`src/rtl/core/raid_stripe_sector_mapper_defines.svh`:
```
// ----------------------------------------------------------------------------
// raid_stripe_sector_mapper_defines
// Assertion macros shared by the sector mapper RTL.
// ----------------------------------------------------------------------------
// All checks run on clk_i and are off while rst_ni is low.
`ifndef RAID_STRIPE_SECTOR_MAPPER_DEFINES_SVH
`define RAID_STRIPE_SECTOR_MAPPER_DEFINES_SVH

// Property check, clocked on clk_i, disabled in reset.
`define RSSM_ASSERT(lbl, prop, msg) \
  lbl: assert property (@(posedge clk_i) disable iff (!rst_ni) (prop)) else $error(msg);

// Condition that must hold in every cycle in which the guard is true.
`define RSSM_ASSERT_IF(lbl, guard, cond, msg) \
  lbl: assert property (@(posedge clk_i) disable iff (!rst_ni) (guard) |-> (cond)) \
    else $error(msg);

`endif

```
`src/rtl/core/rssm_pkg.sv`:
```
// ----------------------------------------------------------------------------
// rssm_pkg
// Types and constants of the RAID 4/5/6 sector mapper.
// ----------------------------------------------------------------------------
`default_nettype none

package rssm_pkg;

  localparam int SECTOR_BITS = 48;
  localparam int HALF_BITS   = SECTOR_BITS / 2;
  localparam int MAX_DISKS   = 64;
  localparam int CS_W        = 21;
  localparam int DISK_W      = 7;
  localparam int DIDX_W      = 6;
  localparam int LVL_W       = 4;
  localparam int RED_W       = 2;
  localparam int IDX_W       = 3;
  localparam int MATH_W      = 9;

  localparam logic [LVL_W-1:0] LEVEL_4 = 4'd4;
  localparam logic [LVL_W-1:0] LEVEL_5 = 4'd5;
  localparam logic [LVL_W-1:0] LEVEL_6 = 4'd6;

  typedef enum logic [3:0] {
    LAY_LEFT_ASYM    = 4'd0,
    LAY_RIGHT_ASYM   = 4'd1,
    LAY_LEFT_SYM     = 4'd2,
    LAY_RIGHT_SYM    = 4'd3,
    LAY_PARITY_0     = 4'd4,
    LAY_PARITY_N     = 4'd5,
    LAY_ROT_ZERO_RST = 4'd6,
    LAY_ROT_N_RST    = 4'd7,
    LAY_ROT_N_CONT   = 4'd8,
    LAY_LEFT_ASYM_6  = 4'd9,
    LAY_RIGHT_ASYM_6 = 4'd10,
    LAY_LEFT_SYM_6   = 4'd11,
    LAY_RIGHT_SYM_6  = 4'd12,
    LAY_PARITY_0_6   = 4'd13
  } layout_e;

  typedef enum logic [IDX_W-1:0] {
    REG_RAID_LEVEL     = 3'd0,
    REG_LAYOUT         = 3'd1,
    REG_CHUNK_SIZE     = 3'd2,
    REG_DISK_COUNT     = 3'd3,
    REG_REDUNDANCY     = 3'd4,
    REG_OLD_LAYOUT     = 3'd5,
    REG_OLD_CHUNK_SIZE = 3'd6,
    REG_OLD_DISK_COUNT = 3'd7
  } reg_idx_e;

  // Sideband that travels down the pipe with each item
  typedef struct packed {
    logic                   bad;
    logic [LVL_W-1:0]       level;
    logic [3:0]             alg;
    logic [CS_W-1:0]        cs;
    logic [DISK_W-1:0]      rd;
    logic [DISK_W-1:0]      dd;
    logic [CS_W-1:0]        offset;
    logic [DIDX_W-1:0]      di;
    logic [SECTOR_BITS-1:0] stripe;
    logic [DISK_W-1:0]      m_rd;
    logic [DISK_W-1:0]      m_rd1;
  } meta_t;

endpackage

`default_nettype wire

```
`src/rtl/core/rssm_cfg.sv`:
```
// ----------------------------------------------------------------------------
// rssm_cfg
// Configuration registers and the entry stage: geometry select and checks.
// ----------------------------------------------------------------------------
`default_nettype none

module rssm_cfg (
  input  wire logic                             clk_i,
  input  wire logic                             rst_ni,
  input  wire logic                             cfg_we_i,
  input  wire logic [rssm_pkg::IDX_W-1:0]       cfg_idx_i,
  input  wire logic [rssm_pkg::CS_W-1:0]        cfg_data_i,
  input  wire logic                             en_i,
  input  wire logic                             vld_i,
  input  wire logic [rssm_pkg::SECTOR_BITS-1:0] sector_i,
  input  wire logic                             use_old_i,
  output logic                                  vld_o,
  output logic [rssm_pkg::SECTOR_BITS-1:0]      sector_o,
  output rssm_pkg::meta_t                       meta_o
);
  import rssm_pkg::*;

  logic [LVL_W-1:0]  level_q;
  logic [3:0]        layout_q, old_layout_q;
  logic [CS_W-1:0]   chunk_q, old_chunk_q;
  logic [DISK_W-1:0] disks_q, old_disks_q;
  logic [RED_W-1:0]  red_q;

  logic              vld_q;
  logic [SECTOR_BITS-1:0] sector_q;
  meta_t             meta_q, meta_d;

  // Register writes
  always_ff @(posedge clk_i or negedge rst_ni) begin
    if (!rst_ni) begin
      level_q      <= LEVEL_5;
      layout_q     <= LAY_LEFT_SYM;
      chunk_q      <= CS_W'(128);
      disks_q      <= DISK_W'(4);
      red_q        <= RED_W'(1);
      old_layout_q <= LAY_LEFT_SYM;
      old_chunk_q  <= CS_W'(128);
      old_disks_q  <= DISK_W'(4);
    end else if (cfg_we_i) begin
      unique case (reg_idx_e'(cfg_idx_i))
        REG_RAID_LEVEL:     level_q      <= cfg_data_i[LVL_W-1:0];
        REG_LAYOUT:         layout_q     <= cfg_data_i[3:0];
        REG_CHUNK_SIZE:     chunk_q      <= cfg_data_i;
        REG_DISK_COUNT:     disks_q      <= cfg_data_i[DISK_W-1:0];
        REG_REDUNDANCY:     red_q        <= cfg_data_i[RED_W-1:0];
        REG_OLD_LAYOUT:     old_layout_q <= cfg_data_i[3:0];
        REG_OLD_CHUNK_SIZE: old_chunk_q  <= cfg_data_i;
        REG_OLD_DISK_COUNT: old_disks_q  <= cfg_data_i[DISK_W-1:0];
        default: ;
      endcase
    end
  end

  // Geometry select and sanity checks
  always_comb begin
    logic [DISK_W-1:0] rd;
    logic [3:0]        alg;
    logic              geo_bad;
    logic              lay_bad;
    rd  = use_old_i ? old_disks_q : disks_q;
    alg = use_old_i ? old_layout_q : layout_q;
    meta_d        = '0;
    meta_d.level  = level_q;
    meta_d.alg    = alg;
    meta_d.cs     = use_old_i ? old_chunk_q : chunk_q;
    meta_d.rd     = rd;
    meta_d.dd     = rd - DISK_W'(red_q);
    geo_bad = (meta_d.cs == '0) || (rd == '0) || (rd > DISK_W'(MAX_DISKS))
           || (red_q > RED_W'(2)) || (rd <= DISK_W'(red_q));
    lay_bad = ((level_q == LEVEL_5) && (alg > LAY_PARITY_N))
           || ((level_q == LEVEL_6) && (alg > LAY_PARITY_0_6))
           || ((level_q == LEVEL_6) && (alg >= LAY_LEFT_ASYM_6)
               && (alg <= LAY_PARITY_0_6) && (rd < DISK_W'(2)));
    meta_d.bad = geo_bad || lay_bad;
  end

  // Entry stage
  always_ff @(posedge clk_i or negedge rst_ni) begin
    if (!rst_ni) begin
      vld_q <= 1'b0;
    end else if (en_i) begin
      vld_q <= vld_i;
    end
  end

  always_ff @(posedge clk_i) begin
    if (en_i) begin
      sector_q <= sector_i;
      meta_q   <= meta_d;
    end
  end

  assign vld_o    = vld_q;
  assign sector_o = sector_q;
  assign meta_o   = meta_q;

endmodule

`default_nettype wire

```
`config.mk`:
```
export PLATFORM = sky130hd
export DESIGN_NAME = rssm_cfg
export DESIGN_NICKNAME = d
export VERILOG_FILES = /design/src/rtl/core/raid_stripe_sector_mapper_defines.svh /design/src/rtl/core/rssm_pkg.sv /design/src/rtl/core/rssm_cfg.sv
export SDC_FILE = /design/constraint.sdc
export NUM_CORES = 1
export LEC_CHECK = 0
export BUFFER_PORTS_ARGS = -buffer_cell sky130_fd_sc_hd__buf_2
export CAP_MARGIN = 30
export CORE_MARGIN = 2
export CORE_UTILIZATION = 30
export CTS_BUF_LIST = sky130_fd_sc_hd__clkbuf_4 sky130_fd_sc_hd__clkbuf_8 sky130_fd_sc_hd__clkbuf_16
export CTS_CLUSTER_DIAMETER = 50
export CTS_CLUSTER_SIZE = 40
export DETAILED_ROUTE_END_ITERATION = 12
export GPL_TIMING_DRIVEN = 0
export HOLD_SLACK_MARGIN = 0.05
export PLACE_DENSITY = 0.62
export SLEW_MARGIN = 10
export SYNTH_ARGS = -nofsm -noshare
export SYNTH_HDL_FRONTEND = slang
export SYNTH_SLANG_ARGS = --single-unit
```
`constraint.sdc`:
```
create_clock -name clk_i -period 5.3 [get_ports clk_i]
set_clock_uncertainty 0.2 [all_clocks]
set_input_delay 1.325 -clock clk_i [delete_from_list [all_inputs] [get_ports clk_i]]
set_output_delay 1.325 -clock clk_i [all_outputs]
set_load 0.02 [all_outputs]
```
Yosys cells after proc, flatten, opt, wreduce, memory -nomap -nowiden. Cells that the tools add are included.

Bits in registers: 163.

Muxes and demuxes: 3. Magnitude comparators: 8. Equality and inequality tests: 9. Reductions and logical operators: 23. Add/sub/neg operators: 1.

Operators with widths (number): zero test 21 bit (1); two-way mux 21 bit (1); AND reduction 2 bit (8); == test 3 bit, second input constant (4); == test 4 x 3 -> 1 bit, second input constant (2); greater-than comparator 7 bit, second input constant (1); less-or-equal comparator 7 x 2 -> 1 bit (1); zero test 7 bit (1); logical OR 1 bit (7); less-than comparator 7 x 2 -> 1 bit, second input constant (1); two-way mux 7 bit (1); subtractor 7 x 2 -> 7 bit (1); == test 3 x 2 -> 1 bit, second input constant (2); logical AND 1 bit (5); greater-or-equal comparator 4 bit, second input constant (1); greater-than comparator 4 x 3 -> 1 bit, second input constant (1); greater-than comparator 4 bit, second input constant (1); less-or-equal comparator 4 bit, second input constant (1); two-way mux 4 bit (1); == test 3 x 1 -> 1 bit, second input constant (1); zero test 3 bit (1); greater-than comparator 2 bit, second input constant (1).

Depth between registers and ports, before layout. Gate-level depths: netlist of run 1.

Depth in word-level cells: 7. Gate-level depth with buffers: 11. Gate-level depth less buffers: 7.

Worst setup path after synthesis of run 1. Ideal clock, no wire load.

Path type: input-to-reg. Start point: input port use_old_i. End point: register meta_q (netlist bit meta_o[132]), data pin. Library setup time: 0.276 ns. Data required time: 4.824 ns. Stages: 10. Slack: 1.580 ns. Arrival time: 3.244 ns. Cells stage by stage: buf_6 buf_2 buf_2 buf_2 mux2i_1 ha_1 a221oi_1 o21ai_0 a222oi_1 o211ai_1.

RTL lines: from (decl) (RTL line rssm_cfg.sv:16) `input wire logic use_old_i,`; to (signal assigned) (RTL line rssm_cfg.sv:94) `meta_q <= meta_d;`; to (decl) (RTL line rssm_cfg.sv:31) `meta_t meta_q, meta_d;`.

==> results of run 1 <==
## synthesized netlist by cell type, types with 3 or more instances
library cell and number:
dfrtp_1 62, nor3_1 7, nor3b_1 4, dfstp_2 9, nor4_1 5, nor2_1 4, buf_2 6, edfxtp_1 92
xnor2_1 4, nand4b_1 3, mux2_2 98, mux2i_1 5, inv_1 11, buf_4 89, nand2_1 3
## where the power goes
part | internal, uW | switching (uW) | leakage (uW)
combinational | 309 | 378 | 0.00212
clock | 707 | 517 | 0.000291
sequential | 1590 | 98.8 | 0.00174
## stage by stage
step           setup slack (ns)  utilization, %
4_1_cts                    1.43            40.2
6_report                   1.42            40.2
5_1_grt                    1.16            40.2
3_5_place_dp              0.987            37.5
2_1_floorplan              1.58               -
3_3_place_gp              0.949            37.3
## cell families (layout without fill, tap and decap cells)
| group | Yosys count | after routing |
|---|---|---|
| DFF | 163 | 163 |
| adders and majority gates | 3 | 3 |
| xor gates and xnor gates | 5 | 5 |
| other | 1 | 90 |
| buffers and inverters | 111 | 312 |
| muxes | 103 | 103 |
| AOI/OAI and AO/OA | 14 | 14 |
| and+or+nand+nor | 38 | 38 |
## registers in the layout (all words and copies together) (netlist names)
register and count:
sector_o 48, meta_o 44, chunk_q 21, old_chunk_q 21, disks_q 7, old_disks_q 7, layout_q 4, level_q 4
old_layout_q 4, red_q 2, vld_o 1
## worst max path at each step
stage	start	to	depth (start not counted)
after CTS	use_old_i	meta_o[132]$_DFFE_PP_	10
after floorplan	use_old_i	meta_o[132]$_DFFE_PP_	10
after global placement	use_old_i	meta_o[132]$_DFFE_PP_	10
after global routing	use_old_i	meta_o[132]$_DFFE_PP_	10
final	use_old_i	meta_o[132]$_DFFE_PP_	10
after detailed placement	use_old_i	meta_o[132]$_DFFE_PP_	10
## cells in the final DEF, fill, tap and decap left out, types with 2 or more instances in the layout
cell type / netlist / layout
inv_6: 0 / 5
or4_1: 2 / 2
xnor2_1: 4 / 4
nand2_1: 3 / 3
mux2_2: 98 / 98
clkbuf_1: 2 / 2
bufinv_16: 0 / 2
buf_16: 0 / 2
buf_2: 6 / 171
clkbuf_16: 0 / 17
inv_1: 11 / 11
dfstp_2: 9 / 9
nand4_1: 2 / 2
mux2i_1: 5 / 5
edfxtp_1: 92 / 92
conb_1: 1 / 89
ha_1: 2 / 2
a21oi_1: 2 / 2
nand4b_1: 3 / 3
nand3_1: 2 / 2
nor2_1: 4 / 4
inv_8: 0 / 2
o21ai_0: 2 / 2
clkinv_4: 0 / 3
dfrtp_1: 62 / 62
buf_4: 89 / 91
nor3b_1: 4 / 4
a22oi_1: 2 / 2
nor3_1: 7 / 7
nor4_1: 5 / 5
## area by class of cell
type	instances	area, sq um
flip-flops and latches	163	4550
clock buffers	17	425
plain buffers	100	736
diodes	1	2.50
multi-input cells	252	1920
fillers	2157	13500
repair buffers	169	896
inverters	11	41.3
well taps	285	357
clock inverters	15	169
## layer usage
metal | GRT usage (%) | vias to the layer above | wire length (um)
met5 | 0 | - | 6
met2 | 19.5 | 205 | 6690
met4 | 4.46 | 2 | 172
li1 | - | 1975 | -
met3 | 4.89 | 16 | 1560
met1 | 13.0 | 1912 | 5670
==> impl_metrics.json, run 1 <==
{
  "path_clk_slew_ns": 0.06,
  "synth_compound_area_share_pct": 1.48,
  "end_kind": "register",
  "finalInstanceArea_sq_mm": 0.00910,
  "hold_path.class": "register to register",
  "grt_pass1_vias": 4033,
  "placementRows": 55,
  "min_path_cells": 0,
  "synthMuxAreaShare_pct": 16.7,
  "fin_hold_ws_ns": 0.292,
  "io_pins": 260,
  "setup.worst_path.class": "input port to register",
  "crit_buf_inv": 4,
  "clock-sinks": 163,
  "cts_tree": "yes",
  "setup_viol": 0,
  "syn_area_per_cell_sq_um": 15.8,
  "cp_top_family": "buffers and inverters",
  "layout-drive-gt1-share_pct": 56.0,
  "drtIter0Drc": 107,
  "power_uw": 3600,
  "root_buffer": "clkbuf_16",
  "yosysTopAreaCell": "edfxtp_1",
  "post_drt_wl_per_cell_um": 13.9,
  "worst_pin_slew_ns": 0.720,
  "hpwl_um": 10700,
  "setup_tns_ns": 0,
  "grt_pass1_wl_um": 21200,
  "synthSimpleGateAreaFrac_pct": 3.47,
  "insertion_delay_ns": 0.42,
  "drt-total-wl_um": 14100,
  "hold_start": "level_q[3]$_DFFE_PN0P_",
  "synth_fa_ha_area_share_pct": 0.651,
  "cpMostUsedCell": "buf_2",
  "slew_headroom_pct": 52.0,
  "syn_inst": 438,
  "synth.area.top_cells": "edfxtp_1 (40%), dfrtp_1 (22%), mux2_2 (16%), buf_4 (9.7%), dfstp_2 (3.4%)",
  "worstReg2RegStart": "old_disks_q[1]$_DFFE_PN0P_",
  "cts_made_buffers": 17,
  "reg2reg_slack_ns": 2.88,
  "syn_area_sq_mm": 0.00692,
  "ys_seq_area_share_pct": 65.8,
  "rr_endpoint": "meta_o[132]$_DFFE_PP_",
  "cts_resized": 0,
  "ys_ff_latch": 163,
  "synth_edf_count": 92,
  "core_area_sq_mm": 0.0226,
  "die_h_um": 156,
  "worst_path_largest_cell_delay_ns": 0.34,
  "num_vias": 4110,
  "synthFlopType": "edfxtp_1",
  "yosysWarnings": 0,
  "fin_cells": 1013,
  "overflow": 0,
  "cellPowerDensity_mw_per_mm2": 396,
  "gr-usage-all-layers_pct": 11.5,
  "start_util_pct": 30.5,
  "cp.required_ns": 5.24,
  "post-route-period-util_pct": 73.2,
  "clock.fmax_mhz": 258,
  "synth_top_family_by_area": "multiplexers",
  "cp_cell_sequence": "buf_6 > buf_2 > buf_2 > buf_2 > mux2i_1 > ha_1 > a221oi_1 > o21ai_0 > a222oi_1 > o211ai_1",
  "status": "finished clean",
  "antenna_found_initial": 1,
  "synth.distinct_cells": 43,
  "routabilityCongestion": 0.742,
  "portBuffers": 167,
  "via_per_inst": 4.06,
  "max_cap_violations": 0,
  "dieWidth_um": 156,
  "synthArstFlopShare_pct": 43.6,
  "rsz0062_at_grt": "false",
  "htreeDepth": 4,
  "hold_buffers": 0,
  "drc_errors": 0,
  "critical_path_arrival_ns": 3.83,
  "placed_cells": 980,
  "drt_first_pass_iters": 4,
  "place_area_sq_mm": 0.00850,
  "slew_viol_final": 0,
  "worstHoldEndpoint": "meta_o[131]$_DFFE_PP_",
  "finalHoldViolCount": 0,
  "cp-start-kind": "input port",
  "rr_worst_depth": 7,
  "nets": 795,
  "final.min_clock_period_ns": 3.88,
  "dieArea_sq_mm": 0.0243,
  "postRouteAntennaNets": 0,
  "cp_max_fo": 10,
  "ir_worst_vdd_mv": 0.240,
  "cp_slowest_cell": "buf_2",
  "area_delta_synth_final_pct": 31.5,
  "synth_top_area_share_pct": 39.9,
  "synthXorXnorAreaFrac_pct": 0.633,
  "cts_buffer_depth": 2,
  "p_leak_uw": 0.00415,
  "grt_max_degree": 56,
  "post_cts_buffers": 0
}
Note: power is estimated with default switching activity, not from simulation.
==> run 2, diff against run 1 <==
PLACE_DENSITY = 0.64   (was 0.62)
clock period = 3.4 ns   (was 5.3 ns; I/O delays follow)
==> run 2 against run 1 <==
  * Total power rose by 54%
  * Critical endpoint unchanged
  * Routed wire length rose by 2.3%
  * Register-to-register slack got worse by 1.9 ns
  * First-iteration DRC count rose by 13%
  * Largest power group unchanged
  * Critical path type unchanged
  * Flip-flop and latch count did not move
  * Die area did not move
==> impl_metrics.json, run 2 (synthesis results as in run 1) <==
{
  "setup_slack_ns": 0.367,
  "root_buffer": "clkbuf_16",
  "nets": 795,
  "end_kind": "register",
  "slew_headroom_pct": 54.6,
  "rr_worst_depth": 7,
  "cp.required_ns": 3.35,
  "min_path_cells": 0,
  "fin_cells": 1014,
  "post-route-period-util_pct": 89.2,
  "rr_endpoint": "meta_o[132]$_DFFE_PP_",
  "drtIter0Drc": 121,
  "drt-total-wl_um": 14400,
  "hpwl_um": 10800,
  "num_vias": 4118,
  "grt_pass1_wl_um": 21500,
  "antenna_found_initial": 3,
  "slew_viol_final": 0,
  "dieWidth_um": 156,
  "status": "finished clean",
  "final_cell_mix": "buf_2 (168), mux2_2 (98), buf_4 (92), edfxtp_1 (92), conb_1 (89)",
  "p_sw_uw": 1570,
  "dieArea_sq_mm": 0.0243,
  "die_h_um": 156,
  "setup.worst_path.class": "input port to register",
  "clock.fmax_mhz": 330,
  "final.min_clock_period_ns": 3.03,
  "drt_first_pass_iters": 4,
  "clock-sinks": 163,
  "reg2reg_slack_ns": 0.98,
  "placed_cells": 980,
  "routabilityCongestion": 0.729,
  "max_cap_violations": 0,
  "path_clk_slew_ns": 0.07,
  "postRouteAntennaNets": 0,
  "cts_buffer_depth": 2,
  "fillerInstances": 2128,
  "layout-drive-gt1-share_pct": 55.7,
  "dp_slack_ns": -0.448,
  "cp-start-kind": "input port",
  "rsz0062_at_grt": "false",
  "worstHoldEndpoint": "meta_o[131]$_DFFE_PP_",
  "start_util_pct": 30.5,
  "worst_pin_slew_ns": 0.681,
  "p_int_uw": 4000,
  "largest_reg_flops": 48,
  "post_cts_buffers": 0,
  "area_delta_synth_final_pct": 31.4,
  "placementRows": 55,
  "critical_path_arrival_ns": 2.99,
  "ir_worst_vdd_mv": 0.396,
  "finalInstanceArea_sq_mm": 0.00909,
  "seqPwrFrac_pct": 47.5,
  "power.share.clock_pct": 33.2,
  "insertion_delay_ns": 0.43,
  "gr-usage-all-layers_pct": 11.7,
  "swShare_pct": 28.2,
  "cellPowerDensity_mw_per_mm2": 612,
  "pwr-share-comb_pct": 19.3,
  "power_uw": 5560,
  "cts_tree": "yes",
  "layout_commonest_cell": "buf_2",
  "post_drt_wl_per_cell_um": 14.2,
  "grt_pass1_vias": 4088,
  "place_area_sq_mm": 0.00850,
  "finalHoldViolCount": 0,
  "hold_path.class": "register to register",
  "setup_tns_ns": 0,
  "cp_max_fo": 18,
  "overflow": 0,
  "io_pins": 260,
  "setup_viol": 0,
  "via_per_inst": 4.06,
  "p_leak_uw": 0.00414,
  "core_area_sq_mm": 0.0226,
  "portBuffers": 167,
  "drc_errors": 0,
  "htreeDepth": 4,
  "worstReg2RegStart": "old_disks_q[1]$_DFFE_PN0P_",
  "hold_start": "level_q[3]$_DFFE_PN0P_",
  "cts_made_buffers": 17,
  "grt_max_degree": 68
}
run 2: worst max-delay path, stage by stage:
cell and delay (ns):
buf_6 0.18, clkbuf_4 0.28, buf_4 0.24, mux2i_1 0.31, ha_1 0.30, a221oi_1 0.28
o21ai_0 0.12, a222oi_1 0.26, o211ai_1 0.15
run 2: routing by layer:
| metal | GRT usage (%) | up-vias | wire (um) |
|---|---|---|---|
| li1 | - | 1974 | - |
| met1 | 13.3 | 1912 | 5930 |
| met2 | 19.7 | 209 | 6820 |
| met3 | 5.08 | 17 | 1440 |
| met4 | 3.80 | 6 | 141 |
| met5 | 0 | - | 81 |
run 2: how the worst max path moves through the flow:
stage / start / to / slack, ns / cells past startpoint
floorplan: use_old_i / meta_o[132]$_DFFE_PP_ / 0.16 / 10
global placement: use_old_i / meta_o[132]$_DFFE_PP_ / -0.41 / 10
detailed placement: use_old_i / meta_o[132]$_DFFE_PP_ / -0.45 / 10
CTS: use_old_i / meta_o[132]$_DFFE_PP_ / 0.09 / 10
global route: use_old_i / meta_o[132]$_DFFE_PP_ / 0.17 / 9
finish: use_old_i / meta_o[132]$_DFFE_PP_ / 0.37 / 9
run 2: through the flow:
step / hold WS (ns) / util (%)
2_1_floorplan: 0.244 / -
3_3_place_gp: 0.262 / 37.3
3_5_place_dp: 0.265 / 37.5
4_1_cts: 0.291 / 40.1
5_1_grt: 0.316 / 40.1
6_report: 0.286 / 40.1
run 2: what timing repair did:
| action | in CTS | in global routing |
|---|---|---|
| setup endpoints to repair | 1 | 1 |
| gates cloned | 0 | 0 |
| hold buffers | 1 | 0 |
| endpoints found under the hold margin | 6 | 0 |
| resized for setup | 1 | 1 |
run 2: cell type report:
class	count	area, sq um	share of cell area, %
Sequential cell	163	4550	50.1
Multi-Input combinational cell	252	1920	21.1
Timing Repair Buffer	170	906	9.97
Buffer	99	736	8.10
Clock buffer	17	425	4.68
Tap cell	285	357	3.92
Clock inverter	15	146	1.61
Inverter	11	41.3	0.454
Antenna cell	2	5.00	0.0551
run 2: power by group through the flow:
stage | clock (uW) | sequential [uW] | combinational [uW]
floorplan | 0 | 2830 | 573
global placement | 0 | 2670 | 1060
detailed placement | 0 | 2680 | 1080
CTS | 1900 | 2650 | 1090
global route | 1970 | 2690 | 1180
finish | 1850 | 2640 | 1070
