===== config.mk =====
export PLATFORM = sky130hd
export DESIGN_NAME = rssm_place_flat
export DESIGN_NICKNAME = d
export VERILOG_FILES = /design/src/rtl/core/raid_stripe_sector_mapper_defines.svh /design/src/rtl/core/rssm_pkg.sv /design/src/rtl/core/rssm_if.sv /design/src/rtl/core/rssm_place.sv /design/src/flat_wrapper.sv
export SDC_FILE = /design/constraint.sdc
export NUM_CORES = 2
export LEC_CHECK = 0
export ABC_AREA = 1
export BUFFER_PORTS_ARGS = -buffer_cell sky130_fd_sc_hd__buf_2
export CAP_MARGIN = 10
export CELL_PAD_IN_SITES_DETAIL_PLACEMENT = 0
export CELL_PAD_IN_SITES_GLOBAL_PLACEMENT = 1
export CORE_ASPECT_RATIO = 1.1
export CORE_MARGIN = 4
export CORE_UTILIZATION = 52
export DETAILED_ROUTE_END_ITERATION = 8
export PLACE_DENSITY_LB_ADDON = 0.1
export SLEW_MARGIN = 20
export SYNTH_ARGS = -nofsm -noshare
export SYNTH_HDL_FRONTEND = slang
export SYNTH_SLANG_ARGS = --single-unit

===== constraint.sdc =====
create_clock -name clk_i -period 9.7 [get_ports clk_i]
set_input_delay 1.94 -clock clk_i [delete_from_list [all_inputs] [get_ports clk_i]]
set_output_delay 1.94 -clock clk_i [all_outputs]
set_load 0.02 [all_outputs]

===== src/rtl/core/raid_stripe_sector_mapper_defines.svh =====
// ----------------------------------------------------------------------------
// raid_stripe_sector_mapper_defines
// Assertion macros shared by the sector mapper RTL.
// ----------------------------------------------------------------------------
// All checks run on clk_i and are off while rst_ni is low.
`ifndef RAID_STRIPE_SECTOR_MAPPER_DEFINES_SVH
`define RAID_STRIPE_SECTOR_MAPPER_DEFINES_SVH

// Property check, clocked on clk_i, disabled in reset.
`define RSSM_ASSERT(lbl, prop, msg) \
  lbl: assert property (@(posedge clk_i) disable iff (!rst_ni) (prop)) else $error(msg);

// Condition that must hold in every cycle in which the guard is true.
`define RSSM_ASSERT_IF(lbl, guard, cond, msg) \
  lbl: assert property (@(posedge clk_i) disable iff (!rst_ni) (guard) |-> (cond)) \
    else $error(msg);

`endif


===== src/rtl/core/rssm_pkg.sv =====
// ----------------------------------------------------------------------------
// rssm_pkg
// Types and constants of the RAID 4/5/6 sector mapper.
// ----------------------------------------------------------------------------
`default_nettype none

package rssm_pkg;

  localparam int SECTOR_BITS = 48;
  localparam int HALF_BITS   = SECTOR_BITS / 2;
  localparam int MAX_DISKS   = 64;
  localparam int CS_W        = 21;
  localparam int DISK_W      = 7;
  localparam int DIDX_W      = 6;
  localparam int LVL_W       = 4;
  localparam int RED_W       = 2;
  localparam int IDX_W       = 3;
  localparam int MATH_W      = 9;

  localparam logic [LVL_W-1:0] LEVEL_4 = 4'd4;
  localparam logic [LVL_W-1:0] LEVEL_5 = 4'd5;
  localparam logic [LVL_W-1:0] LEVEL_6 = 4'd6;

  typedef enum logic [3:0] {
    LAY_LEFT_ASYM    = 4'd0,
    LAY_RIGHT_ASYM   = 4'd1,
    LAY_LEFT_SYM     = 4'd2,
    LAY_RIGHT_SYM    = 4'd3,
    LAY_PARITY_0     = 4'd4,
    LAY_PARITY_N     = 4'd5,
    LAY_ROT_ZERO_RST = 4'd6,
    LAY_ROT_N_RST    = 4'd7,
    LAY_ROT_N_CONT   = 4'd8,
    LAY_LEFT_ASYM_6  = 4'd9,
    LAY_RIGHT_ASYM_6 = 4'd10,
    LAY_LEFT_SYM_6   = 4'd11,
    LAY_RIGHT_SYM_6  = 4'd12,
    LAY_PARITY_0_6   = 4'd13
  } layout_e;

  typedef enum logic [IDX_W-1:0] {
    REG_RAID_LEVEL     = 3'd0,
    REG_LAYOUT         = 3'd1,
    REG_CHUNK_SIZE     = 3'd2,
    REG_DISK_COUNT     = 3'd3,
    REG_REDUNDANCY     = 3'd4,
    REG_OLD_LAYOUT     = 3'd5,
    REG_OLD_CHUNK_SIZE = 3'd6,
    REG_OLD_DISK_COUNT = 3'd7
  } reg_idx_e;

  // Sideband that travels down the pipe with each item
  typedef struct packed {
    logic                   bad;
    logic [LVL_W-1:0]       level;
    logic [3:0]             alg;
    logic [CS_W-1:0]        cs;
    logic [DISK_W-1:0]      rd;
    logic [DISK_W-1:0]      dd;
    logic [CS_W-1:0]        offset;
    logic [DIDX_W-1:0]      di;
    logic [SECTOR_BITS-1:0] stripe;
    logic [DISK_W-1:0]      m_rd;
    logic [DISK_W-1:0]      m_rd1;
  } meta_t;

endpackage

`default_nettype wire


===== src/rtl/core/rssm_if.sv =====
// ----------------------------------------------------------------------------
// rssm_in_if / rssm_out_if
// Valid/ready channels of the sector mapper.
// ----------------------------------------------------------------------------
`default_nettype none


interface rssm_out_if;
  logic                             valid;
  logic                             ready;
  logic [rssm_pkg::SECTOR_BITS-1:0] disk_sector;
  logic [rssm_pkg::DIDX_W-1:0]      data_disk;
  logic signed [rssm_pkg::DISK_W-1:0] parity_disk;
  logic signed [rssm_pkg::DISK_W-1:0] q_parity_disk;
  logic                             bad_layout;

  modport source (output valid, disk_sector, data_disk, parity_disk, q_parity_disk,
                  bad_layout, input ready);
  modport sink   (input valid, disk_sector, data_disk, parity_disk, q_parity_disk,
                  bad_layout, output ready);
endinterface

`default_nettype wire


===== src/rtl/core/rssm_place.sv =====
// ----------------------------------------------------------------------------
// rssm_place
// Parity and data disk placement per layout, disk sector product, output reg.
// ----------------------------------------------------------------------------
`default_nettype none

module rssm_place (
  input  wire logic             clk_i,
  input  wire logic             rst_ni,
  input  wire logic             en_i,
  input  wire logic             vld_i,
  input  wire rssm_pkg::meta_t  meta_i,
  rssm_out_if.source            out_o
);
  import rssm_pkg::*;

  typedef logic signed [MATH_W-1:0] sv_t;

  localparam sv_t S_ZERO = sv_t'(0);
  localparam sv_t S_ONE  = sv_t'(1);
  localparam sv_t S_TWO  = sv_t'(2);
  localparam sv_t S_NONE = sv_t'(-1);

  // Small modulo for non-negative values under five times the divisor
  function automatic sv_t mod_small(input sv_t v, input sv_t d);
    sv_t r;
    r = v;
    for (int i = 0; i < 4; i++) begin
      if (r >= d) r = r - d;
    end
    return r;
  endfunction

  logic                   f1_vld_q;
  logic                   f1_bad_q;
  logic [HALF_BITS+CS_W-1:0] plo_q, phi_q;
  logic [CS_W-1:0]        off_q;
  sv_t                    di_q, pd_q, qd_q;
  sv_t                    di_d, pd_d, qd_d;

  logic                   vld_q;
  logic [SECTOR_BITS-1:0] sec_q;
  logic [DIDX_W-1:0]      ddisk_q;
  logic [DISK_W-1:0]      pdisk_q, qdisk_q;
  logic                   bad_q;

  // Layout placement
  always_comb begin
    sv_t rd, dd, m, m7, m1, di, s;
    rd = sv_t'(meta_i.rd);
    dd = sv_t'(meta_i.dd);
    m  = sv_t'(meta_i.m_rd);
    m1 = sv_t'(meta_i.m_rd1);
    di = sv_t'(meta_i.di);
    m7 = ((m + S_ONE) == rd) ? S_ZERO : m + S_ONE;
    s  = m;
    pd_d = S_NONE;
    qd_d = S_NONE;
    di_d = di;
    unique case (meta_i.level)
      LEVEL_4: pd_d = dd;
      LEVEL_5: begin
        unique case (layout_e'(meta_i.alg))
          LAY_LEFT_ASYM: begin
            pd_d = dd - m;
            if (di >= pd_d) di_d = di + S_ONE;
          end
          LAY_RIGHT_ASYM: begin
            pd_d = m;
            if (di >= pd_d) di_d = di + S_ONE;
          end
          LAY_LEFT_SYM: begin
            pd_d = dd - m;
            di_d = mod_small(pd_d + S_ONE + di, rd);
          end
          LAY_RIGHT_SYM: begin
            pd_d = m;
            di_d = mod_small(pd_d + S_ONE + di, rd);
          end
          LAY_PARITY_0: begin
            pd_d = S_ZERO;
            di_d = di + S_ONE;
          end
          LAY_PARITY_N: pd_d = dd;
          default: ;
        endcase
      end
      LEVEL_6: begin
        unique case (layout_e'(meta_i.alg))
          LAY_LEFT_ASYM, LAY_RIGHT_ASYM, LAY_ROT_ZERO_RST, LAY_ROT_N_RST: begin
            s = (meta_i.alg == LAY_ROT_N_RST) ? m7 : m;
            pd_d = ((meta_i.alg == LAY_LEFT_ASYM) || (meta_i.alg == LAY_ROT_N_RST))
                   ? rd - S_ONE - s : s;
            qd_d = pd_d + S_ONE;
            if (pd_d == rd - S_ONE) begin
              di_d = di + S_ONE;
              qd_d = S_ZERO;
            end else if (di >= pd_d) begin
              di_d = di + S_TWO;
            end
          end
          LAY_LEFT_SYM, LAY_RIGHT_SYM: begin
            pd_d = (meta_i.alg == LAY_LEFT_SYM) ? rd - S_ONE - m : m;
            qd_d = mod_small(pd_d + S_ONE, rd);
            di_d = mod_small(pd_d + S_TWO + di, rd);
          end
          LAY_PARITY_0: begin
            pd_d = S_ZERO;
            qd_d = S_ONE;
            di_d = di + S_TWO;
          end
          LAY_PARITY_N: begin
            pd_d = dd;
            qd_d = dd + S_ONE;
          end
          LAY_ROT_N_CONT: begin
            pd_d = rd - S_ONE - m;
            qd_d = mod_small(pd_d + rd - S_ONE, rd);
            di_d = mod_small(pd_d + S_ONE + di, rd);
          end
          LAY_LEFT_ASYM_6, LAY_RIGHT_ASYM_6: begin
            pd_d = (meta_i.alg == LAY_LEFT_ASYM_6) ? dd - m1 : m1;
            if (di >= pd_d) di_d = di + S_ONE;
            qd_d = rd - S_ONE;
          end
          LAY_LEFT_SYM_6, LAY_RIGHT_SYM_6: begin
            pd_d = (meta_i.alg == LAY_LEFT_SYM_6) ? dd - m1 : m1;
            di_d = mod_small(pd_d + S_ONE + di, rd - S_ONE);
            qd_d = rd - S_ONE;
          end
          LAY_PARITY_0_6: begin
            pd_d = S_ZERO;
            di_d = di + S_ONE;
            qd_d = rd - S_ONE;
          end
          default: ;
        endcase
      end
      default: ;
    endcase
  end

  // Placement stage and split product of stripe times chunk size
  always_ff @(posedge clk_i or negedge rst_ni) begin
    if (!rst_ni) begin
      f1_vld_q <= 1'b0;
    end else if (en_i) begin
      f1_vld_q <= vld_i;
    end
  end

  always_ff @(posedge clk_i) begin
    if (en_i) begin
      f1_bad_q <= meta_i.bad;
      plo_q    <= meta_i.stripe[HALF_BITS-1:0] * meta_i.cs;
      phi_q    <= meta_i.stripe[SECTOR_BITS-1:HALF_BITS] * meta_i.cs;
      off_q    <= meta_i.offset;
      di_q     <= di_d;
      pd_q     <= pd_d;
      qd_q     <= qd_d;
    end
  end

  // Output register: sum of partial products, bad results forced
  always_ff @(posedge clk_i or negedge rst_ni) begin
    if (!rst_ni) begin
      vld_q <= 1'b0;
    end else if (en_i) begin
      vld_q <= f1_vld_q;
    end
  end

  always_ff @(posedge clk_i) begin
    if (en_i) begin
      bad_q <= f1_bad_q;
      if (f1_bad_q) begin
        sec_q   <= '0;
        ddisk_q <= '0;
        pdisk_q <= '1;
        qdisk_q <= '1;
      end else begin
        sec_q   <= SECTOR_BITS'(plo_q) + {phi_q[HALF_BITS-1:0], {HALF_BITS{1'b0}}}
                 + SECTOR_BITS'(off_q);
        ddisk_q <= di_q[DIDX_W-1:0];
        pdisk_q <= pd_q[DISK_W-1:0];
        qdisk_q <= qd_q[DISK_W-1:0];
      end
    end
  end

  assign out_o.valid         = vld_q;
  assign out_o.disk_sector   = sec_q;
  assign out_o.data_disk     = ddisk_q;
  assign out_o.parity_disk   = pdisk_q;
  assign out_o.q_parity_disk = qdisk_q;
  assign out_o.bad_layout    = bad_q;

endmodule

`default_nettype wire


===== src/flat_wrapper.sv =====
// flat-port wrapper written by rule: the top's interface ports become plain ports
module rssm_place_flat import rssm_pkg::*;
  (clk_i, rst_ni, en_i, vld_i, meta_i, out_o_valid, out_o_disk_sector, out_o_data_disk, out_o_parity_disk, out_o_q_parity_disk, out_o_bad_layout, out_o_ready);
  rssm_out_if out_o_i ();
  input  wire logic clk_i;
  input  wire logic rst_ni;
  input  wire logic en_i;
  input  wire logic vld_i;
  input  wire rssm_pkg::meta_t meta_i;
  output wire logic [$bits(out_o_i.valid)-1:0] out_o_valid;
  output wire logic [$bits(out_o_i.disk_sector)-1:0] out_o_disk_sector;
  output wire logic [$bits(out_o_i.data_disk)-1:0] out_o_data_disk;
  output wire logic [$bits(out_o_i.parity_disk)-1:0] out_o_parity_disk;
  output wire logic [$bits(out_o_i.q_parity_disk)-1:0] out_o_q_parity_disk;
  output wire logic [$bits(out_o_i.bad_layout)-1:0] out_o_bad_layout;
  input wire logic [$bits(out_o_i.ready)-1:0] out_o_ready;
  assign out_o_valid = out_o_i.valid;
  assign out_o_disk_sector = out_o_i.disk_sector;
  assign out_o_data_disk = out_o_i.data_disk;
  assign out_o_parity_disk = out_o_i.parity_disk;
  assign out_o_q_parity_disk = out_o_i.q_parity_disk;
  assign out_o_bad_layout = out_o_i.bad_layout;
  assign out_o_i.ready = out_o_ready;
  rssm_place u_core (.clk_i(clk_i), .rst_ni(rst_ni), .en_i(en_i), .vld_i(vld_i), .meta_i(meta_i), .out_o(out_o_i));
endmodule

Word level (Yosys, flattened, before mapping)
Index checks and enable logic that the tools add are counted.
Widths: inputs -> output; s select.
{"block": "classes", "eq_ne": 18, "mul": 2, "n_reduce_logical": 10, "n_mux": 89, "add_sub_neg": 52, "magnitude_cmp": 32}
{"operator": "$mux 9", "n": 69}
{"operator": "$ge 9x8->1", "n": 28}
{"operator": "$sub 9x8->9", "n": 21}
{"operator": "$mux 6", "n": 10}
{"operator": "$pmux 7 s7", "n": 1}
{"operator": "$add 45x48->48", "n": 1}
{"operator": "$add 48x21->48", "n": 1}
{"operator": "$add 9x7->9", "n": 5}
{"operator": "$mul 24x21->45", "n": 1}
{"operator": "$pmux 6 s7", "n": 1}
{"operator": "$pmux 7 s6", "n": 1}
{"operator": "$pmux 6 s5", "n": 1}
{"operator": "$sub 6x6->6", "n": 5}
{"operator": "$eq 4x3->1 const B", "n": 7}
{"operator": "$pmux 7 s4", "n": 1}
{"operator": "$add 9x2->9 const B", "n": 3}
{"operator": "$eq 4x4->1 const B", "n": 6}
{"operator": "$mul 24x21->24", "n": 1}
{"operator": "$mux 7", "n": 3}
{"operator": "$pmux 7 s3", "n": 1}
{"operator": "$ge 7x9->1", "n": 2}
{"operator": "$sub 7x7->8", "n": 2}
{"operator": "$sub 7x7->7", "n": 2}
{"operator": "$pmux 6 s2", "n": 1}
{"operator": "other kinds (23)", "n": 29}
{"block": "totals", "output_inout_bits": 70, "wordCells": 217, "register_bits": 182}

Longest topological paths before layout
{"block": "logic_depth", "depth_word": 21, "mapped_depth": 81, "depth_no_buf": 80}

Worst setup path after synthesis
Ideal clock, no wire load.
{"block": "synth_timing", "path_kind": "input to register", "start": "input port meta_i[97] (netlist bit)", "end": "register u_core.di_q[5], data pin", "n_path_buf": 3, "slack_ns": -2.240, "arrival_ns": 11.683, "required_ns": 9.444, "stages": 69, "cell_sequence": "inv_1 > ha_1 > xnor2_1 > inv_1 > ha_1 > a21oi_1 > nand2_1 > xor2_1 > inv_1 > ha_1 > a21oi_1 > o21ai_0 > nor2_1 > xnor2_1 > inv_1 > ha_1 > a21oi_1 > o21ai_0 > [... 33 more ...] > o21ai_0 > inv_1 > ha_1 > nand2_1 > o21ai_0 > a21oi_1 > o21bai_1 > a21oi_1 > o21ai_0 > a21oi_1 > nand2_1 > nand2_1 > inv_1 > nand2_1 > nand3_1 > nand3_1 > nand2_1 > nand2_1"}
{"block": "synth_between", "elab_chain_len": 21, "word_cells_on_any_way": 109}
{"element": "start: declaration", "line": "flat_wrapper.sv:9", "text": "input wire rssm_pkg::meta_t meta_i;"}
{"element": "$sub 7x1->8"}
{"element": "$sub 8x8->9", "line": "rssm_place.sv:103", "text": "pd_d = (meta_i.alg == LAY_LEFT_SYM) ? rd - S_ONE - m : m;"}
{"element": "$mux 9", "line": "rssm_place.sv:103"}
{"element": "$add 9x3->9", "line": "rssm_place.sv:105", "text": "di_d = mod_small(pd_d + S_TWO + di, rd);"}
{"element": "$add 9x7->9", "line": "rssm_place.sv:105"}
{"element": "$sub 9x8->9 / $ge 9x8->1 (equally long branches)", "line": "rssm_place.sv:29", "text": "if (r >= d) r = r - d;"}
{"element": "$mux 9", "line": "rssm_place.sv:29"}
{"element": "$mux 9", "line": "rssm_place.sv:89", "text": "unique case (layout_e'(meta_i.alg))"}
{"element": "[... 6 more ...]"}
{"element": "$mux 9", "line": "rssm_place.sv:29"}
{"element": "$mux 9", "line": "rssm_place.sv:89"}
{"element": "$mux 9", "line": "rssm_place.sv:60", "text": "unique case (meta_i.level)"}
{"element": "$ge 9x8->1 / $sub 6x6->6 (equally long branches)", "line": "rssm_place.sv:29"}
{"element": "$mux 6", "line": "rssm_place.sv:29"}
{"element": "$pmux 6 s7", "line": "rssm_place.sv:89"}
{"element": "$pmux 6 s2 (*)", "line": "rssm_place.sv:60"}
{"element": "named net u_core.di_d[5]", "line": "rssm_place.sv:39", "text": "sv_t di_d, pd_d, qd_d;"}
{"element": "end signal: assignment", "line": "rssm_place.sv:158", "text": "di_q <= di_d;"}
{"element": "end: declaration", "line": "rssm_place.sv:38", "text": "sv_t di_q, pd_q, qd_q;"}
The timed path passes the listed nets; every way through them passes the cells marked *. The select of a mux whose other input is x is not followed.
A chain may end at the register's enable or synchronous reset.

Final worst setup path
Ends and elaborated chain as after synthesis.

==> summary.md <==
| Metric | Value |
|---|---|
| Max stage delay cell, worst path | sky130_fd_sc_hd__ha_4 |
| Horiz. Die Dim | 305.8 um |
| Max Buffers Root-to-Sink | 2 |
| Cell type group with the largest total delay on the critical path | simple AND/OR/NAND/NOR gates |
| Clk Tree Root Cell | sky130_fd_sc_hd__clkbuf_16 |
| Clock transition at the register clock pins on the worst setup and hold paths after CTS | 80 ps |
| Length of routed met3 wiring | 13530 um |
| Initial antenna violation count | 11 |
| Startpoint-to-endpoint class of the critical path | input pin to flop |
| Drt via density | 5.260 |
| Count of final max-slew check failures | 0 |
| Area of the mapped netlist | 50740 um^2 |
| Critical path capture point type | flop |
| FF-to-FF setup slack | 5620 ps |
| Origin of the critical flop-to-flop path | u_core.plo_q[0] |
| Maximum operating frequency | 0.09361 GHz |
| H-Tree Level Count | 4 |
| Count of buffers inserted at the top-level ports | 206 |
| Failing checks | setup timing |
| CTS tree | built |
| TritonCTS Buffers | 17 |
| Worst slack on hold paths | 498.1 ps |
| Net total in the final layout | 9639 |
| Count of unique library cells instantiated by Yosys | 65 |
| Worst Setup Slack post-DPL | -1976 ps |
| DRC Markers | 0 |
| Dominant synthesized flop cell | sky130_fd_sc_hd__edfxtp_1 |
| I/O Pins | 208 |
| Post-synthesis sequential area ratio | 10.75% |
| Initial core utilization | 52.67% |
| Number of fillers in the final layout | 8102 |
| Unrepaired setup endpoints after global routing | yes |
| Remaining number of nets flagged by the antenna check after routing | 0 |
| Tightest slew margin relative to the limit | 16.64% |
| Placed wire-length estimate after detailed placement | 136100 um |
| Setup violators final | 13 |
| Commonest cells after routing, fill and taps aside | 1583 x sky130_fd_sc_hd__nand2_1, 1510 x sky130_fd_sc_hd__inv_1, 1330 x sky130_fd_sc_hd__buf_4, 660 x sky130_fd_sc_hd__fa_1, 496 x sky130_fd_sc_hd__ha_1 |
| Maximum fanout encountered on the critical timing path | 6 |
| Vias in the first global route | 51.00k |
| Maximum capacitance violations | 0 |
| Data arrival time at the worst-slack endpoint | 10900 ps |
| Wire length of the first global-routing pass | 267600 um |
| Synthesized netlist cell count | 6858 |
| Final count of hold timing violations | 0 |
| DR pass1 iterations | 6 |
| Global-route usage over all layers | 32.62% |
| DIE HEIGHT | 335.6 um |
| Pin count of the biggest net entering global routing | 112 |
| Path type of the worst min-delay path | flop to flop |
| Total routed wirelength | 169600 um |
| Post-route met1 wirelength | 73590 um |
| Clock sinks | 182 |
| Yosys warning total | 0 |
| Fraction of registers with async set or reset after synthesis | 1.099% |
| Final design instance area without fill | 66480 um^2 |
| Worst hold path cell count | 1 |
| Via count of the routed design | 50.18k |
| Total placed cells including tap cells | 9218 |
| Worst Path Required | 9920 ps |
| Fraction of layout instances using a drive strength above 1 | 26.27% |
| Number of cells in the finished layout apart from fillers | 9539 |
| Startpoint types | input pin |
| Flop and latch count out of synthesis | 182 |
| Most common cell on crit path | sky130_fd_sc_hd__buf_4 |
| Routed WL per cell | 17.78 um |
| Count of buffer and inverter cells on the critical path | 24 |
| Placed instance area | 61250 um^2 |
| Actual slew at the worst max-slew pin | 1239 ps |
| Number of placement rows | 119 |
| Endpoint of the most critical register-to-register path | u_core.out_o.disk_sector[40] |
| Core area | 96330 um^2 |
| Result of the run | finished with violations |
| Worst setup skew after layout | 17.50 ps |
| Final period util | 110.1% |
| Post-synthesis area per instance | 7.399 um^2 |
| Max incr delay on CP | 330 ps |
| Routed wl met2 | 77750 um |
| Top metal layer carrying routed signals | met5 |
| Post-synthesis net count | 8246 |
| First-iteration detailed-routing DRC count | 3391 |
| Number of synthesized flops with an enable pin | 180 |
| Remaining global-route overflow | 0 |
| Worst Setup Slack, final | -982.5 ps |
| Final Wtd Congestion | 0.9798 |
| Cells on worst reg2reg path | 24 |
| Final Critical Period | 10680 ps |
| Most common library cell in the layout ignoring fill and taps | sky130_fd_sc_hd__nand2_1 |
| Skew-Pair Late Insertion Delay | 460 ps |
| Beginning of the worst hold path | u_core.qd_q[3] |
| Relative area change from synthesis to final layout | 31.01% |
| Hold worst-path end | u_core.out_o.q_parity_disk[3] |
| Total die area | 102700 um^2 |
-- worst max-delay path by stage --
| stage | startpoint | endpoint | slack [ps] | cells after the start |
|---|---|---|---|---|
| 6_report | meta_i[97] | u_core.di_q[5] | -980 | 72 |
| 5_1_grt | meta_i[97] | u_core.di_q[5] | -1400 | 72 |
| 4_1_cts | meta_i[97] | u_core.di_q[5] | -610 | 70 |
| 3_5_place_dp | meta_i[97] | u_core.di_q[5] | -1980 | 70 |
| 3_3_place_gp | meta_i[96] | u_core.di_q[4] | -1870 | 69 |
| 2_1_floorplan | meta_i[97] | u_core.di_q[4] | -1370 | 71 |
-- logic make-up after synthesis --
family                     after synthesis  synth area share, %
DFF                                    182                10.75
adders and majority gates             1250                40.67
AOI/OAI and AO/OA                     1006                11.21
buffers and inverters                 1788                13.30
xor gates and xnor gates               303                5.259
and+or+nand+nor                       2329                18.81
-- metrics by stage --
step                util, %  TNS (ps)
CTS                   67.61     -7265
global placement      63.58    -21980
floorplan                 -    -17340
global route          69.01    -17850
finish                69.01    -11890
detailed placement    63.58    -23620
-- sequential cells by signal, indices dropped and copies added, names as in the netlist, 6 cells and up --
signal	cells
u_core.plo_q	45
u_core.qd_q	7
u_core.out_o.disk_sector	48
u_core.di_q	6
u_core.off_q	21
u_core.phi_q	24
u_core.out_o.q_parity_disk	7
u_core.pd_q	7
u_core.out_o.data_disk	6
u_core.out_o.parity_disk	7
-- layer usage --
metal | up-vias | global-route usage, %
li1 | 24088 | -
met1 | 24104 | 44.87
met2 | 1691 | 53.92
met3 | 290 | 5.311
met4 | 2 | 8.349
met5 | - | 0
-- layout make-up --
| cell class | instances | area (um^2) | share of cell area [%] |
|---|---|---|---|
| Tap cell | 1270 | 1589 | 2.390 |
| Inverter | 1588 | 5992 | 9.013 |
| Timing Repair Buffer | 1570 | 11460 | 17.24 |
| Antenna cell | 5 | 12.51 | 0.01882 |
| Clock inverter | 13 | 120.1 | 0.1807 |
| Clock buffer | 19 | 432.9 | 0.6512 |
| Timing Repair inverter | 1 | 7.507 | 0.01129 |
| Sequential cell | 182 | 5455 | 8.206 |
| Multi-Input combinational cell | 4891 | 41410 | 62.28 |
-- repair_timing --
action,4_1_cts,5_1_grt
setup endpoints to repair,13,13
buffers inserted,232,46
gates cloned,6,0
gates resized for setup,360,214
hold buffers,0,0
pin swaps,214,139
-- synth_stat cells (all sizes together) (2+ instances only) --
master / instances / area (um^2)
xor2: 191 / 1688
ha: 584 / 7307
o22ai: 8 / 50.05
nand3: 224 / 1149
nor4: 19 / 125.1
a21boi: 9 / 67.57
edfxtp: 180 / 5405
o21ai: 355 / 1833
nor2: 273 / 1090
o2111ai: 5 / 43.79
a2111oi: 2 / 18.77
a221oi: 6 / 52.55
dfrtp: 2 / 50.05
a221o: 2 / 20.02
o221ai: 9 / 78.83
a41oi: 5 / 43.79
nand3b: 8 / 60.06
buf: 33 / 158.9
and2: 2 / 12.51
o31ai: 14 / 105.1
xnor2: 112 / 980.9
a31oi: 16 / 100.1
clkbuf: 167 / 626.9
fa: 666 / 13330
a211oi: 11 / 82.58
o21bai: 37 / 277.8
nand2: 1685 / 6420
a21o: 20 / 150.1
a31o: 3 / 26.28
nand4: 53 / 331.6
nor3: 40 / 200.2
o41ai: 2 / 17.52
a21oi: 426 / 2136
o211ai: 21 / 162.6
o21a: 49 / 367.9
or2: 23 / 143.9
inv: 1588 / 5961
Power is not shown: default switching activity piles up to over one toggle a cycle in this logic, so the estimate is an artifact.
